<file path="src/rtl/core/olad_pkg.sv">
// Shared codes, field widths and types for the ordered list block.
`timescale 1ns / 1ps

package olad_pkg;

    localparam int VALUE_W  = 32;
    localparam int POS_W    = 6;
    localparam int S_DATA_W = 40;
    localparam int M_DATA_W = 40;

    typedef enum logic [1:0] {
        MODE_APPEND = 2'd0,
        MODE_DELETE = 2'd1,
        MODE_LIST   = 2'd2
    } mode_t;

    typedef enum logic [1:0] {
        STAT_OK    = 2'd0,
        STAT_EMPTY = 2'd1,
        STAT_RANGE = 2'd2,
        STAT_FULL  = 2'd3
    } status_t;

endpackage

</file>
<file path="src/rtl/core/olad_ram.sv">
// Generic single-write, single-read RAM with registered read data.
`timescale 1ns / 1ps

module olad_ram #(
    parameter int WIDTH = 32,
    parameter int DEPTH = 32
) (
    input  logic                     clk,
    input  logic                     wr_en,
    input  logic [$clog2(DEPTH)-1:0] wr_addr,
    input  logic [WIDTH-1:0]         wr_data,
    input  logic                     rd_en,
    input  logic [$clog2(DEPTH)-1:0] rd_addr,
    output logic [WIDTH-1:0]         rd_data
);

    logic [WIDTH-1:0] mem [DEPTH];
    logic [WIDTH-1:0] rd_data_reg;

    always_ff @(posedge clk)
    begin
        if (wr_en)
        begin
            mem[wr_addr] <= wr_data;
        end
        if (rd_en)
        begin
            rd_data_reg <= mem[rd_addr];
        end
    end

    assign rd_data = rd_data_reg;

endmodule

</file>
<file path="src/rtl/core/ordered_list_append_delete_at.sv">
// Top level: ordered list of signed values with append, delete by position and listing.
`timescale 1ns / 1ps

// Keeps up to DEPTH signed 32-bit values in insertion order in one RAM.
// s_tuser selects the operation: append at the tail, delete at a 1-based
// position, or list all entries. Append and the error cases of delete give one
// result each. Delete at position p of a list of n entries moves the n-p later
// entries forward through the RAM, one read and one write per cycle, and then
// gives one result. Listing streams one entry per cycle from the RAM read port
// while m_tready keeps the output register free, with tlast on the final one; an
// empty list gives a single result with status "list empty". Input is taken
// only while no operation is in progress and the output register is free or
// being emptied. No clearing pass is needed after reset.
module ordered_list_append_delete_at
    import olad_pkg::*;
#(
    parameter int DEPTH = 32
) (
    input  logic                clk,
    input  logic                rst_n,
    input  logic                s_tvalid,
    output logic                s_tready,
    input  logic [S_DATA_W-1:0] s_tdata,   // value[31:0], position[37:32], zero[39:38]
    input  logic [1:0]          s_tuser,   // mode[1:0]
    output logic                m_tvalid,
    input  logic                m_tready,
    output logic [M_DATA_W-1:0] m_tdata,   // status[1:0], entry_value[33:2], zero[39:34]
    output logic                m_tuser,   // entry_valid
    output logic                m_tlast    // last
);

    localparam int AW = (DEPTH > 1) ? $clog2(DEPTH) : 1;
    localparam int CW = $clog2(DEPTH + 1);
    localparam int IW = CW + 1;
    localparam int PW = (CW > POS_W) ? CW : POS_W;

    typedef enum logic [1:0] {
        S_IDLE,
        S_SHIFT,
        S_LIST
    } state_t;

    state_t               state_reg, state_next;
    logic [CW-1:0]        count_reg, count_next;
    logic [AW-1:0]        idx_reg, idx_next;
    logic                 m_valid_reg, m_valid_next;
    status_t              status_reg, status_next;
    logic [VALUE_W-1:0]   value_reg, value_next;
    logic                 ev_reg, ev_next;
    logic                 last_reg, last_next;

    logic                 wr_en;
    logic [AW-1:0]        wr_addr;
    logic [VALUE_W-1:0]   wr_data;
    logic                 rd_en;
    logic [AW-1:0]        rd_addr;
    logic [VALUE_W-1:0]   rd_data;

    logic                 s_accept;
    logic                 out_free;
    logic [VALUE_W-1:0]   in_value;
    logic [POS_W-1:0]     in_pos;
    logic [PW-1:0]        pos_w;
    logic [PW-1:0]        cnt_w;
    logic                 list_last;

    assign in_value  = s_tdata[VALUE_W-1:0];
    assign in_pos    = s_tdata[VALUE_W+POS_W-1:VALUE_W];
    assign pos_w     = PW'(in_pos);
    assign cnt_w     = PW'(count_reg);
    assign out_free  = !m_valid_reg || m_tready;
    assign s_tready  = (state_reg == S_IDLE) && out_free;
    assign s_accept  = s_tvalid && s_tready;
    assign list_last = (IW'(idx_reg) + IW'(1)) == IW'(count_reg);

    olad_ram #(
        .WIDTH (VALUE_W),
        .DEPTH (DEPTH)
    ) u_ram (
        .clk     (clk),
        .wr_en   (wr_en),
        .wr_addr (wr_addr),
        .wr_data (wr_data),
        .rd_en   (rd_en),
        .rd_addr (rd_addr),
        .rd_data (rd_data)
    );

    always_comb
    begin
        state_next   = state_reg;
        count_next   = count_reg;
        idx_next     = idx_reg;
        m_valid_next = m_valid_reg;
        status_next  = status_reg;
        value_next   = value_reg;
        ev_next      = ev_reg;
        last_next    = last_reg;
        wr_en        = 1'b0;
        wr_addr      = idx_reg;
        wr_data      = rd_data;
        rd_en        = 1'b0;
        rd_addr      = idx_reg;

        if (m_valid_reg && m_tready)
        begin
            m_valid_next = 1'b0;
        end

        unique case (state_reg)
            S_IDLE:
            begin
                if (s_accept)
                begin
                    // single result by default; listing overrides below
                    value_next = '0;
                    ev_next    = 1'b0;
                    last_next  = 1'b1;
                    unique case (mode_t'(s_tuser))
                        MODE_APPEND:
                        begin
                            m_valid_next = 1'b1;
                            if (count_reg >= CW'(DEPTH))
                            begin
                                status_next = STAT_FULL;
                            end
                            else
                            begin
                                wr_en       = 1'b1;
                                wr_addr     = count_reg[AW-1:0];
                                wr_data     = in_value;
                                count_next  = count_reg + CW'(1);
                                status_next = STAT_OK;
                            end
                        end
                        MODE_DELETE:
                        begin
                            if (count_reg == '0)
                            begin
                                m_valid_next = 1'b1;
                                status_next  = STAT_EMPTY;
                            end
                            else if (pos_w == '0 || pos_w > cnt_w)
                            begin
                                m_valid_next = 1'b1;
                                status_next  = STAT_RANGE;
                            end
                            else if (pos_w < cnt_w)
                            begin
                                idx_next   = AW'(pos_w - PW'(1));
                                rd_en      = 1'b1;
                                rd_addr    = in_pos[AW-1:0];
                                state_next = S_SHIFT;
                            end
                            else
                            begin
                                count_next   = count_reg - CW'(1);
                                m_valid_next = 1'b1;
                                status_next  = STAT_OK;
                            end
                        end
                        MODE_LIST:
                        begin
                            if (count_reg == '0)
                            begin
                                m_valid_next = 1'b1;
                                status_next  = STAT_EMPTY;
                            end
                            else
                            begin
                                idx_next   = '0;
                                rd_en      = 1'b1;
                                rd_addr    = '0;
                                state_next = S_LIST;
                            end
                        end
                        default:
                        begin
                        end
                    endcase
                end
            end
            S_SHIFT:
            begin
                // rd_data holds entry idx+1
                wr_en   = 1'b1;
                wr_addr = idx_reg;
                wr_data = rd_data;
                if ((IW'(idx_reg) + IW'(2)) < IW'(count_reg))
                begin
                    rd_en    = 1'b1;
                    rd_addr  = AW'(IW'(idx_reg) + IW'(2));
                    idx_next = AW'(IW'(idx_reg) + IW'(1));
                end
                else
                begin
                    count_next   = count_reg - CW'(1);
                    m_valid_next = 1'b1;
                    status_next  = STAT_OK;
                    value_next   = '0;
                    ev_next      = 1'b0;
                    last_next    = 1'b1;
                    state_next   = S_IDLE;
                end
            end
            S_LIST:
            begin
                // rd_data holds entry idx
                if (out_free)
                begin
                    m_valid_next = 1'b1;
                    status_next  = STAT_OK;
                    value_next   = rd_data;
                    ev_next      = 1'b1;
                    last_next    = list_last;
                    if (list_last)
                    begin
                        state_next = S_IDLE;
                    end
                    else
                    begin
                        rd_en    = 1'b1;
                        rd_addr  = AW'(IW'(idx_reg) + IW'(1));
                        idx_next = AW'(IW'(idx_reg) + IW'(1));
                    end
                end
            end
            default:
            begin
                state_next = S_IDLE;
            end
        endcase
    end

    always_ff @(posedge clk or negedge rst_n)
    begin
        if (!rst_n)
        begin
            state_reg   <= S_IDLE;
            count_reg   <= '0;
            m_valid_reg <= 1'b0;
        end
        else
        begin
            state_reg   <= state_next;
            count_reg   <= count_next;
            m_valid_reg <= m_valid_next;
        end
    end

    always_ff @(posedge clk)
    begin
        idx_reg    <= idx_next;
        status_reg <= status_next;
        value_reg  <= value_next;
        ev_reg     <= ev_next;
        last_reg   <= last_next;
    end

    assign m_tvalid = m_valid_reg;
    assign m_tdata  = {{(M_DATA_W - VALUE_W - 2){1'b0}}, value_reg, status_reg};
    assign m_tuser  = ev_reg;
    assign m_tlast  = last_reg;

    a_count_bound: assert property (@(posedge clk) disable iff (!rst_n)
        count_reg <= CW'(DEPTH))
        else $error("list count above depth");

    a_shift_no_output: assert property (@(posedge clk) disable iff (!rst_n)
        (state_reg == S_SHIFT) |-> !m_valid_reg)
        else $error("result pending while entries are being moved");

    a_write_source: assert property (@(posedge clk) disable iff (!rst_n)
        wr_en |-> (state_reg == S_SHIFT ||
                   (s_accept && mode_t'(s_tuser) == MODE_APPEND)))
        else $error("RAM write outside append or delete");

    a_list_end: assert property (@(posedge clk) disable iff (!rst_n)
        (state_reg == S_LIST && out_free && list_last) |=>
            (state_reg == S_IDLE && m_valid_reg && last_reg && ev_reg))
        else $error("final listed entry not flagged");

endmodule
</file>
<file path="config.mk">
export PLATFORM = sky130hd
export DESIGN_NAME = ordered_list_append_delete_at
export DESIGN_NICKNAME = d
export VERILOG_FILES = /design/src/rtl/core/olad_pkg.sv /design/src/rtl/core/olad_ram.sv /design/src/rtl/core/ordered_list_append_delete_at.sv
export SDC_FILE = /design/constraint.sdc
export NUM_CORES = 1
export LEC_CHECK = 0
export ABC_CLOCK_PERIOD_IN_PS = 6100
export BUFFER_PORTS_ARGS = -buffer_cell sky130_fd_sc_hd__buf_4
export CORE_ASPECT_RATIO = 0.8
export CORE_MARGIN = 2
export CORE_UTILIZATION = 63
export CTS_BUF_LIST = sky130_fd_sc_hd__clkbuf_16
export DETAILED_ROUTE_END_ITERATION = 6
export PLACE_DENSITY = 0.9
export SLEW_MARGIN = 5
export SYNTH_ARGS = -nofsm -noshare
export SYNTH_HDL_FRONTEND = slang
export SYNTH_SLANG_ARGS = --single-unit
</file>
<file path="constraint.sdc">
create_clock -name clk -period 6.1 [get_ports clk]
set_clock_uncertainty 0.05 [all_clocks]
set_input_delay 1.22 -clock clk [delete_from_list [all_inputs] [get_ports clk]]
set_output_delay 1.22 -clock clk [all_outputs]
set_load 0.1 [all_outputs]
</file>
==> results.sh <==
export IMPL_first_global_vias=25606
export IMPL_grt_util_all_layers=0.305
export IMPL_syn_avg_cell_area_um2=17.8
export IMPL_cap_viol_max_count=0
export IMPL_hold_violations=0
export IMPL_crit_arrival_ns=5.79
export IMPL_power_density_nw_per_um2=621
export IMPL_hpwl_mm=61.8
export IMPL_ys_seq_area_frac=0.725
export IMPL_cts_buffers=102
export IMPL_via_count=25398
export IMPL_p_clk_frac=0.198
export IMPL_cts_buffer_depth=3
export IMPL_whs_ns=0.329
export IMPL_finalCriticalPeriod_ns=5.39
export IMPL_drtIter0Drc=4123
export IMPL_ys_seq_elements=1106
export IMPL_wl_per_cell_um=30.8
export IMPL_die_area_um2=74800
export IMPL_place_ws_ns=0.926
export IMPL_syn_area_um2=45700
export IMPL_drv_slew=0
export IMPL_totalWireLength_mm=115
export IMPL_path_clk_slew_ns=0.06
export IMPL_hold_buffers=0
export IMPL_grt_pass1_wl_mm=166
export IMPL_power_frac_seq=0.340
export IMPL_endpoint_kind="flip-flop"
export IMPL_regArea_um2=33200
export IMPL_clock_latency_ns=0.68
export IMPL_worstReg2RegStart="idx_reg[0]"
export IMPL_yosys_warnings=0
export IMPL_yosysUniqueCellTypes=75
export IMPL_cts_root_buf="clkbuf_16"
export IMPL_timing_final_crit_share=0.884
export IMPL_numClockSinks=1106
export IMPL_ioPinCount=90
export IMPL_relSlewSlack=0.118
export IMPL_largest_reg_flops=1024
export IMPL_synth_area_top_cells="edfxtp_1 (72%), mux2i_1 (17%), o22ai_1 (1.6%), buf_4 (0.89%), mux2_2 (0.79%)"
export IMPL_cp_max_fo=30
export IMPL_tns_ns=0
export IMPL_initial_utilization=0.635
export IMPL_critPathKind="reg2reg"
export IMPL_yosys_area_share_simple=0.0292
export IMPL_rsz0062_at_grt="no"
export IMPL_setup_slack_ns=0.708
export IMPL_hold_class="in2async"
export IMPL_synthArstFlopShare=0.00814
export IMPL_final_common_cell="edfxtp_1"
export IMPL_cts_tree="yes"
export IMPL_synth_top_cell_area_share=0.720
export IMPL_grt_ovfl_total=0
export IMPL_fmax_mhz=185
export IMPL_synth_top_family_by_area="multiplexers"
export IMPL_portBuffers=81
export IMPL_syn_to_final_growth_pct=11.4
export IMPL_setup_violations=0
export IMPL_fillers=4091
export IMPL_postRouteAntennaNets=0
export IMPL_cp_start_kind="flip-flop"
export IMPL_drc=0
export IMPL_core_um2=72000
export IMPL_ir_drop_uv=758
export IMPL_synthFlopType="edfxtp_1"
export IMPL_final_cell_mix="edfxtp_1 (1097), mux2i_1 (770), buf_4 (149)"
export IMPL_first_pass_iters=6
export IMPL_num_rows=88
export IMPL_gp_congestion=0.868
export IMPL_internal_power_mw=19.2
export IMPL_antenna_found_initial=3
export IMPL_htreeDepth=3
export IMPL_synth_edff_count=1097
export IMPL_synth_compound_area_frac=0.0356
export IMPL_grt_start_max_net_pins=87
export IMPL_post_cts_resized=0
export IMPL_switching_share=0.394
export IMPL_netlist_instances=2576
export IMPL_multi_input_area_um2=11900
export IMPL_status="finished, final reports clean"
export IMPL_die_h_um=245
export IMPL_die_w_um=305
export IMPL_worst_slew_pin_slew_ns=1.32
export IMPL_p_switching_mw=12.4
export IMPL_startpoint="idx_reg[0]"
export IMPL_postCtsSetupRepairBufs=0
export IMPL_synthXorXnorAreaFrac=0.00306
export IMPL_worstPathRequired_ns=6.49
export IMPL_viasPerCell=6.81
export IMPL_synthMuxAreaShare=0.176
export IMPL_p_comb_frac=0.462
export IMPL_num_nets_final=2771
export IMPL_leakagePower_nw=18.2
export IMPL_synthAdderAreaFrac=0.00739
export IMPL_drive_gt1_frac=0.158
export IMPL_synth_area_leader_cell="edfxtp_1"
[power groups by stage]
stage | Clock (mW) | Sequential [mW] | Combinational, mW
after floorplan | 0 | 11.6 | 10.2
after global placement | 0 | 10.8 | 13.5
after detailed placement | 0 | 10.9 | 14.1
after CTS | 6.27 | 10.7 | 14.4
after global routing | 6.54 | 10.8 | 15.2
final | 6.25 | 10.8 | 14.6
[cell type report]
type                            count  share of cell area
Antenna cell                        2           0.0000982
Clock buffer                      104              0.0511
Clock inverter                     84              0.0129
Inverter                           22             0.00162
Multi-Input combinational cell   1304               0.233
Sequential cell                  1106               0.651
Tap cell                          945              0.0232
Timing Repair Buffer              162              0.0271
[critical path: stages, from the launching register on]
cell and delay (ns):
edfxtp_1 0.75, ha_1 0.41, nand3_1 0.28, a211oi_1 0.27, o211ai_1 0.25, o21ai_4 0.34
mux2i_1 0.35, nor2_1 0.12, nor3_4 0.76, buf_4 0.62, mux2i_1 0.34, o22ai_1 0.18
nor4_1 0.41
[Yosys cell counts, types with 2 or more instances]
library cell	instances
inv_1	22
o221ai_1	3
a21oi_1	20
nor2b_1	3
buf_1	4
o2111ai_1	3
or3_1	6
buf_4	54
and2_1	34
clkbuf_1	17
o211ai_1	5
xor2_1	6
dfrtp_1	9
o21ai_1	5
ha_1	27
nand2b_1	5
nor2_2	3
buf_6	19
nor4_1	8
o21a_1	3
buf_2	54
and3_4	2
nand4_1	5
or2_2	2
and3_1	4
mux2_2	32
edfxtp_1	1097
o31ai_1	3
nor4b_1	2
o22ai_2	10
nand2_1	34
a41oi_1	4
a21o_1	2
a31oi_1	6
o22ai_1	120
nand3_1	13
o21ai_0	18
nor4_2	26
xnor2_1	10
nor3_1	6
nand3b_1	5
mux2i_1	770
a311oi_1	2
a211oi_1	9
nor2_1	54
[stage by stage]
stage	instance area (um2)	util	instances	power [mW]
floorplan	45800	-	2581	21.8
global placement	47700	0.662	3539	24.4
detailed placement	47700	0.662	3539	25.0
CTS	50900	0.707	3727	31.4
global route	50900	0.708	3728	32.6
finish	51000	0.708	3729	31.6
[per-layer routing]
metal,part of all wire,GRT usage,vias to the layer above
met4,0.048,0.143,2
li1,-,-,10480
met1,0.36,0.408,12623
met3,0.12,0.0626,373
met5,0.000087,0,-
met2,0.47,0.489,1920
[worst paths after layout]
path,end,slack (ns),cells after the start
max,u_ram.rd_data[14],0.71,12
min,cnt_w[2],0.33,1
max reg2reg,u_ram.rd_data[14],0.71,12
min reg2reg,value_reg[4],0.51,1
min in group clk,value_reg[4],0.51,1
max in group asynchronous,state_reg[1],5.50,1
[cells by family (layout without fill, tap and decap cells)]
kind of cell,after synthesis,in the layout
AOI/OAI and AO/OA,233,233
muxes,802,802
adders and majority gates,27,27
xor gates and xnor gates,16,16
buffers and inverters,171,372
other,1,8
and+or+nand+nor,220,220
DFF,1106,1106
Power figures use the tool's default switching activity.
